--- config.mk ---
export PLATFORM = sky130hd
export DESIGN_NAME = sample_format_to_double_core
export DESIGN_NICKNAME = d
export VERILOG_FILES = /design/src/hdl/sfd_pkg.sv /design/src/hdl/sfd_convert.sv /design/src/hdl/sample_format_to_double_core.sv
export SDC_FILE = /design/constraint.sdc
export NUM_CORES = 1
export LEC_CHECK = 0
export BUFFER_PORTS_ARGS = -buffer_cell sky130_fd_sc_hd__buf_4
export CORE_MARGIN = 4
export CORE_UTILIZATION = 41
export DETAILED_ROUTE_END_ITERATION = 8
export PLACE_DENSITY = 0.67
export SYNTH_ARGS = -nofsm -noshare
export SYNTH_HDL_FRONTEND = slang
export SYNTH_SLANG_ARGS = --single-unit
--- constraint.sdc ---
create_clock -name clock -period 5.66 [get_ports clock]
set_input_delay 0.849 -clock clock [delete_from_list [all_inputs] [get_ports clock]]
set_output_delay 0.849 -clock clock [all_outputs]
set_load 0.02 [all_outputs]
--- src/hdl/sfd_pkg.sv ---
`timescale 1ns / 1ps
// ----------------------------------------------------------------------------
// sfd_pkg
// Shared formats, register indexes and types of the sample converter.
// ----------------------------------------------------------------------------
package sfd_pkg;

   typedef enum logic [3:0] {
      FMT_S4 = 4'd0,
      FMT_I4 = 4'd1,
      FMT_S2 = 4'd2,
      FMT_I2 = 4'd3,
      FMT_S3 = 4'd4,
      FMT_I3 = 4'd5,
      FMT_T4 = 4'd6,
      FMT_F4 = 4'd7,
      FMT_T8 = 4'd8,
      FMT_F8 = 4'd9
   } format_type;

   localparam logic [0:0] REG_FORMAT = 1'b0;
   localparam logic [0:0] REG_COUNT  = 1'b1;

   typedef enum logic [1:0] {
      KIND_INT  = 2'd0,
      KIND_FLT  = 2'd1,
      KIND_DBL  = 2'd2
   } kind_type;

   typedef struct packed {
      kind_type   kind;
      logic [5:0] width;
   } conv_ctl_type;

endpackage

--- src/hdl/sfd_convert.sv ---
`timescale 1ns / 1ps
// ----------------------------------------------------------------------------
// sfd_convert
// Converts an assembled sample word to a binary64 bit pattern.
// ----------------------------------------------------------------------------
module sfd_convert
   import sfd_pkg::*;
(
   input  conv_ctl_type ctl,
   input  logic [63:0]  raw,
   output logic [63:0]  bits
);

   logic [31:0] ival;
   logic        ineg;
   logic [31:0] mag;
   logic [4:0]  ip;
   logic [63:0] ishift;
   logic [63:0] ibits;
   logic [7:0]  fe;
   logic [22:0] fm;
   logic [4:0]  fp;
   logic [63:0] fshift;
   logic [63:0] fbits;
   logic [51:0] nan_mant;

   always_comb begin
      case (ctl.width)
         6'd16:   ival = {{16{raw[15]}}, raw[15:0]};
         6'd24:   ival = {{8{raw[23]}}, raw[23:0]};
         default: ival = raw[31:0];
      endcase
      ineg = ival[31];
      mag = ineg ? (~ival + 32'd1) : ival;
      ip = 5'd0;
      for (int i = 0; i < 32; i++) begin
         if (mag[i]) ip = 5'(i);
      end
      ishift = {32'd0, mag} << (6'd52 - {1'b0, ip});
      if (mag == 32'd0) ibits = 64'd0;
      else ibits = {ineg, 11'(11'd1023 + {6'd0, ip}), ishift[51:0]};
   end

   always_comb begin
      fe = raw[30:23];
      fm = raw[22:0];
      fp = 5'd0;
      for (int i = 0; i < 23; i++) begin
         if (fm[i]) fp = 5'(i);
      end
      fshift = {41'd0, fm} << (6'd52 - {1'b0, fp});
      nan_mant = {fm, 29'd0};
      if (fm != 23'd0) nan_mant[51] = 1'b1;
      if (fe == 8'hff) begin
         fbits = {raw[31], 11'h7ff, nan_mant};
      end else if (fe == 8'd0) begin
         if (fm == 23'd0) fbits = {raw[31], 63'd0};
         else fbits = {raw[31], 11'(11'd874 + {6'd0, fp}), fshift[51:0]};
      end else begin
         fbits = {raw[31], 11'({3'd0, fe} + 11'd896), fm, 29'd0};
      end
   end

   always_comb begin
      case (ctl.kind)
         KIND_INT: bits = ibits;
         KIND_FLT: bits = fbits;
         default:  bits = raw;
      endcase
   end

endmodule

--- src/hdl/sample_format_to_double_core.sv ---
`timescale 1ns / 1ps
// ----------------------------------------------------------------------------
// sample_format_to_double_core
// Byte-serial sample assembler and binary64 converter.
// ----------------------------------------------------------------------------
// One byte word is taken per clock while the output stage has room. When a
// byte completes a sample (2, 3, 4 or 8 bytes by format) the converted double
// is registered into a two-entry output stage, which keeps the req side open
// while a result waits. Formats above 9 drop every byte. Any csr write restarts
// the sample and block count. rsp_tuser is high on the last sample of a block.
module sample_format_to_double_core
   import sfd_pkg::*;
#(
   parameter int COUNT_BITS = 16
)
(
   input  logic        clock,
   input  logic        reset,
   input  logic        req_tvalid,
   output logic        req_tready,
   input  logic [7:0]  req_tdata,   // data_byte
   output logic        rsp_tvalid,
   input  logic        rsp_tready,
   output logic [63:0] rsp_tdata,   // double_bits
   output logic        rsp_tuser,   // last_sample
   input  logic        csr_we,
   input  logic [0:0]  csr_index,
   input  logic [15:0] csr_wdata
);

   logic [3:0]            fmt_ff;
   logic [COUNT_BITS-1:0] cnt_ff;
   logic [63:0]           asm_ff, asm_in;
   logic [2:0]            pos_ff, pos_in;
   logic [COUNT_BITS-1:0] done_ff, done_in;
   logic [COUNT_BITS-1:0] next_done;
   logic [3:0]            size;
   logic                  big, known, take, done_sample, last;
   conv_ctl_type          ctl;
   logic [63:0]           conv;
   logic [63:0]           asm_new;
   logic [64:0]           q_ff [2];
   logic [1:0]            qn_ff;
   logic                  push, pop;

   always_comb begin
      known = 1'b1;
      ctl   = '{kind: KIND_INT, width: 6'd32};
      case (format_type'(fmt_ff))
         FMT_S4, FMT_I4: size = 4'd4;
         FMT_S2, FMT_I2: begin size = 4'd2; ctl.width = 6'd16; end
         FMT_S3, FMT_I3: begin size = 4'd3; ctl.width = 6'd24; end
         FMT_T4, FMT_F4: begin size = 4'd4; ctl.kind = KIND_FLT; end
         FMT_T8, FMT_F8: begin size = 4'd8; ctl.kind = KIND_DBL; end
         default: begin size = 4'd8; known = 1'b0; end
      endcase
      big = ~fmt_ff[0];
   end

   assign req_tready = (qn_ff != 2'd2);
   assign take = req_tvalid & req_tready & known;
   assign asm_new = big ? {asm_ff[55:0], req_tdata}
                        : asm_ff | ({56'd0, req_tdata} << {pos_ff, 3'b000});
   assign done_sample = ({1'b0, pos_ff} + 4'd1) == size;
   assign next_done = done_ff + COUNT_BITS'(1);
   assign last = next_done == cnt_ff;

   sfd_convert u_convert (.ctl(ctl), .raw(asm_new), .bits(conv));

   always_comb begin
      asm_in  = asm_ff;
      pos_in  = pos_ff;
      done_in = done_ff;
      if (take) begin
         if (done_sample) begin
            asm_in  = 64'd0;
            pos_in  = 3'd0;
            done_in = last ? '0 : next_done;
         end else begin
            asm_in = asm_new;
            pos_in = pos_ff + 3'd1;
         end
      end
      if (csr_we) begin
         asm_in  = 64'd0;
         pos_in  = 3'd0;
         done_in = '0;
      end
   end

   assign push = take & done_sample;
   assign pop  = rsp_tvalid & rsp_tready;

   always_ff @(posedge clock) begin
      if (reset) begin
         fmt_ff  <= 4'd0;
         cnt_ff  <= COUNT_BITS'(1);
         asm_ff  <= 64'd0;
         pos_ff  <= 3'd0;
         done_ff <= '0;
         qn_ff   <= 2'd0;
      end else begin
         asm_ff  <= asm_in;
         pos_ff  <= pos_in;
         done_ff <= done_in;
         if (csr_we) begin
            if (csr_index == REG_FORMAT) fmt_ff <= csr_wdata[3:0];
            if (csr_index == REG_COUNT) cnt_ff <= COUNT_BITS'(csr_wdata);
         end
         qn_ff <= qn_ff + {1'b0, push} - {1'b0, pop};
      end
   end

   always_ff @(posedge clock) begin
      if (pop) q_ff[0] <= q_ff[1];
      if (push) begin
         if (pop) begin
            if (qn_ff == 2'd1) q_ff[0] <= {last, conv};
            else q_ff[1] <= {last, conv};
         end else begin
            if (qn_ff == 2'd0) q_ff[0] <= {last, conv};
            else q_ff[1] <= {last, conv};
         end
      end
   end

   assign rsp_tvalid = (qn_ff != 2'd0);
   assign rsp_tdata  = q_ff[0][63:0];
   assign rsp_tuser  = q_ff[0][64];

`ifndef SYNTH
   a_no_overflow: assert property (@(posedge clock) disable iff (reset)
      qn_ff == 2'd2 |-> !push) else $error("output queue overflow");
   a_push_valid: assert property (@(posedge clock) disable iff (reset)
      push |=> rsp_tvalid) else $error("result lost");
   a_pos_range: assert property (@(posedge clock) disable iff (reset)
      known |-> ({1'b0, pos_ff} < size)) else $error("byte position out of range");
   a_csr_clear: assert property (@(posedge clock) disable iff (reset)
      csr_we |=> (pos_ff == 3'd0 && done_ff == '0)) else $error("csr did not clear");
`endif

endmodule
Word-level counts from Yosys, hierarchy flattened
Memory sizes are Yosys's and may differ from the RTL's.
Cells that the tools add are included.

word-level totals
  flip-flop bits (word level) = 105
  memory bits (writable) = 130
  output and inout bits = 67
  logic and storage cells = 156
  memories = 1

memories
  name  words  bits a word  read ports  clocked after Yosys merged registers in  wr ports  RTL line                            source
  q_ff  2      65           2           0                                        2         sample_format_to_double_core.sv:42  logic [64:0] q_ff [2];

cells by class
  add/subtract/negate cells = 11
  eq/ne operators = 17
  shift-type cells = 3
  muxes and demuxes = 90
  bitwise operators = 10
  reduce and logical (&&, ||, !) cells = 18

operator list
  kind                                            number
  2-to-1 mux 65 bit                               3
  2-to-1 mux 64 bit                               3
  2-to-1 mux 63 bit                               3
  case mux 64 bit (2 select lines)                1
  2-to-1 mux 5 bit                                23
  2-to-1 mux 4 bit                                16
  OR 64 bit                                       1
  case mux 32 bit (2 select lines)                1
  << shifter 8 x 6 -> 64 bit                      1
  << shifter 23 x 6 -> 52 bit                     1
  << shifter 32 x 6 -> 52 bit                     1
  adder 32 x 1 -> 32 bit (second input constant)  1
  logical NOT 32 bit                              1
  2-to-1 mux 32 bit                               1
  NOT 32 bit                                      1
  2-to-1 mux 3 bit                                9
  logical NOT 23 bit                              1
  nonzero test 23 bit                             1
  adder 10 x 5 -> 11 bit (first input constant)   2
  2-to-1 mux 1 bit                                22
  adder 16 x 1 -> 16 bit (second input constant)  1
  == test 16 bit                                  1
  == test 4 x 3 -> 1 bit (second input constant)  4
  2-to-1 mux 16 bit                               1
  other kinds (29)                                49

Depth between registers and ports, before layout
  depth in word-level cells = 45
  gate-level depth with buffers = 29

By module
From an unflattened synthesis, not the netlist that was laid out.

unflattened totals
  cell total of the unflattened synthesis = 2159
  area total of the unflattened synthesis = 18430.2 um^2

modules (own cells, without submodules)
  module                        instances  cells each  area an instance (um^2)  sequential area each (um^2)
  sample_format_to_double_core  1          1074        10915.5                  6005.8
  sfd_convert                   1          1085        7514.7                   0.0

Least setup slack after synthesis
No wires, ideal clock.

  path type = flip-flop to flip-flop
  start point = reg fmt_ff[0]
  end point = mem q_ff[0][40] (data pin)
  setup time = 0.272 ns
  data arrival time = 5.970 ns
  path slack = -0.582 ns
  cell stages (with the launch flop) = 27
  period minus slack after synthesis = 6.242 ns
  path through = dfxtp_1 -> buf_4 -> buf_4 -> buf_2 -> buf_2 -> buf_1 -> clkbuf_1 -> a22oi_1 -> clkbuf_1 -> ha_1 -> o211ai_1 -> nor4_2 -> buf_2 -> nand4_1 -> o21ai_1 -> xnor2_1 -> o221ai_1 -> a211o_1 -> a21boi_2 -> buf_2 -> mux2_2 -> a22o_1 -> a21o_1 -> a211o_1 -> nor2b_1 -> o31ai_1 -> a31oi_1

RTL lines
  item                    RTL line                             source
  start, declared         sample_format_to_double_core.sv:31   logic [3:0] fmt_ff;
  start signal, assigned  sample_format_to_double_core.sv:107  if (csr_index == REG_FORMAT) fmt_ff <= csr_wdata[3:0];
  end, declared           sample_format_to_double_core.sv:42

==> run summary <==
most frequent CP cell -> buf_4
starting density of the core -> 0.419
Int Pwr -> 6.17 mW
CP Launch Type -> flip-flop
post-detailed-route via-to-cell ratio -> 6.05
CP Class -> flip-flop to flip-flop
register bit total from synthesis -> 235
Ant. Diodes -> 0
Sw Ratio -> 0.426
cells along the critical path -> buf_6 > buf_4 > buf_4 > and2b_2 > a211oi_4 > o32ai_4 > buf_6 > buf_4 > a31oi_1 > xor2_1 > nand3_1 > a211o_1 > a211o_4 > a21boi_4 > buf_6 > mux2i_1 > a21o_1 > nor3_1 > a311oi_4 > buf_4 > mux2i_1 > a21o_1 > mux2_2
Row Count -> 76
R2R cell count -> 23
GRT Overall Usage -> 0.334
CP startpoint -> fmt_ff[0]
# DRC -> 0
P_leak -> 9.81 nW
worst setup margin -> 112 ps
Post-synth EDFFs -> 130
fin cells -> 3340
R2R setup slack -> 110 ps
Critical Path End Type -> flip-flop
CP arrival -> 5860 ps
P&R area growth vs syn -> 33.6%
total CTS buffers -> 27
clock latency on the worst-skew pair -> 600 ps
Hold Crit Class -> flip-flop to flip-flop
nets@finish -> 2773
Met1 Routed Length -> 36200 um
Syn Nets -> 2328
synthesized area -> 18200 um2
io pins -> 97
worst r2r src -> fmt_ff[0]
Combinational Power Share -> 0.632
post-cts hold buffer count -> 0
CTS Buffer Depth -> 3
Multi-input gate area -> 11500 um2
cell family with most CP delay -> compound AO/OA/AOI/OAI gates
DIE HEIGHT -> 219 um
routed wl met3 -> 6580 um
final wirelength -> 83200 um
PwrDens -> 441 nW/um2
slew at the pin with the worst max-slew slack -> 1090 ps
Slowest cell on crit path -> dfxtp_4
die extent in x -> 219 um
via count -> 20200
CP endpoint -> q_ff[0][34]
Synth Warn # -> 0
RR Endpoint -> q_ff[0][34]
WP data required -> 5970 ps
commonest non-fill, non-tap cells in the layout -> buf_4 (625), nand2_1 (318), nor2_1 (264)
ys flop type -> edfxtp_1
Pwr Total -> 10.7 mW
max-slew violation count -> 0
Crit path buffers/inverters -> 7
layout cells sized above 1 -> 0.322
Pre-antenna DRT Iters -> 6
maximum VDD drop -> 277 uV
placed cells -> 3268
WL/cell -> 24.9 um
Seq. cell area -> 6010 um2
Seq/Total Area, Yosys -> 0.330
most common cell after layout, fill and taps aside -> buf_4
max layer used -> met4
switching power -> 4.57 mW
Worst path max stage delay -> 390 ps
core footprint -> 43500 um2
CTS H-Tree Depth -> 1
Root Driver -> clkbuf_16
worst slack at placement -> -352 ps
initial antenna violation count -> 0
WL met2 -> 37600 um
GPL Wtd Cong -> 1.00
largest net degree at the start of global routing -> 73
clk_skew -> 39.4 ps
Max Cap Viol -> 0
Netlist cell types -> 111
first-pass GRT wire length -> 122000 um
filler instances -> 4083
Fin. Hold Viols -> 0
Detailed Route Iter0 Violations -> 2201
sequential power share -> 0.195
DRT antenna net count -> 0
clock share of power -> 0.173
asr flop ratio synth -> 0
status -> complete, no violations
Min Hold Slack -> 455 ps
Clock Pin Slew Worst Setup and Hold Paths -> 60 ps
clock sinks -> 235
CP Depth -> 23
vias in the first global route -> 19100
die area -> 47800 um2
syn_area_per_cell -> 7.95 um2
Tmin final -> 5550 ps
hold depth -> 2
Final period util -> 0.980
total gr overflow -> 0
worst rel slew slack -> 0.263
Final setup viols -> 0
f_max -> 180 MHz
hpwl dp -> 65700 um
critical path peak fanout -> 12
I/O Buffers -> 96
CTS tree -> yes
Mapped Cells -> 2289
[area by class of cell]
type / instances / area share
inverters: 22 / 0.00339
flip-flops and latches: 235 / 0.247
clock inverters: 16 / 0.00813
multi-input cells: 1800 / 0.472
well taps: 585 / 0.0301
clock buffers: 34 / 0.0301
repair buffers: 648 / 0.209
[layer usage]
metal / vias up / global-route usage
met5: - / 0
met3: 165 / 0.0533
met2: 928 / 0.543
met4: 0 / 0.0878
met1: 9823 / 0.466
li1: 9303 / -
[registers in the layout, indices dropped and copies added (netlist names)]
name / count
q_ff: 130
qn_ff: 2
pos_ff: 3
done_ff: 16
fmt_ff: 4
asm_ff: 64
cnt_ff: 16
[synth_stat cells (16+ instances only)]
cell        n  area (um2)
clkbuf_1  103         387
a31oi_1    39         244
mux2i_1    55         551
nand3_1    39         195
o21ai_0   134         671
xor2_1     16         140
buf_2      39         195
buf_1      17        63.8
nor3_1     45         225
nor2_1    268        1010
dfxtp_1   105        2100
a22oi_1    24         180
nand2b_1   19         119
a211oi_1   32         240
a21oi_1   253        1270
edfxtp_1  130        3900
xnor2_1    41         359
nand2_1   319        1200
and3_1     22         138
mux2_2     42         473
a21o_1     28         210
inv_1      20        75.1
o211ai_1   18         135
o22ai_1    45         282
buf_4      72         541
o31ai_1    17         128
and2_1     17         106
[tightest hold or removal path, delay by kind of cell, from the launching register on]
kind             cells  cell delay, ps
AO/OA/AOI/OAI        1              50
flip-flops           1             310
AND/OR/NAND/NOR      1              50
[metrics by stage]
step	utilization	instance area (um2)	setup TNS, ps
after floorplan	-	18400	0
after global placement	0.525	22800	-6020
after detailed placement	0.525	22800	-7680
after CTS	0.546	23700	-0.829
after global routing	0.560	24300	-180
final	0.560	24300	0
[power groups by stage]
| stage | Combinational [mW] | Clock, mW | Sequential, mW |
|---|---|---|---|
| CTS | 6.41 | 1.88 | 2.10 |
| detailed placement | 6.38 | 0 | 2.13 |
| global route | 7.18 | 1.96 | 2.11 |
| finish | 6.79 | 1.85 | 2.10 |
| floorplan | 3.23 | 0 | 2.12 |
| global placement | 6.40 | 0 | 2.13 |
[cells by family (layout without fill, tap and decap cells)]
| group | after synthesis | count (layout) | share of synthesized area |
|---|---|---|---|
| mux | 115 | 115 | 0.0766 |
| flops | 235 | 235 | 0.330 |
| fa+ha+maj | 9 | 9 | 0.00619 |
| xor+xnor | 57 | 57 | 0.0274 |
| buf+inv | 254 | 720 | 0.0703 |
| simple gates | 859 | 859 | 0.220 |
| compound gates | 760 | 760 | 0.269 |
[worst min path at each step]
stage                     from    endpoint  slack, ps
finish              asm_ff[56]  asm_ff[56]        450
global route        asm_ff[56]  asm_ff[56]        470
CTS                 asm_ff[56]  asm_ff[56]        450
detailed placement  asm_ff[56]  asm_ff[56]        450
global placement    asm_ff[56]  asm_ff[56]        440
floorplan           asm_ff[56]  asm_ff[56]        440
[timing repair]
action                     CTS  global route
setup endpoints to repair   15            53
buffers inserted             0            20
pin swaps                    0            25
cloned                       0             2
resized for setup            3            79
Note: power is estimated with default switching activity, not from simulation.
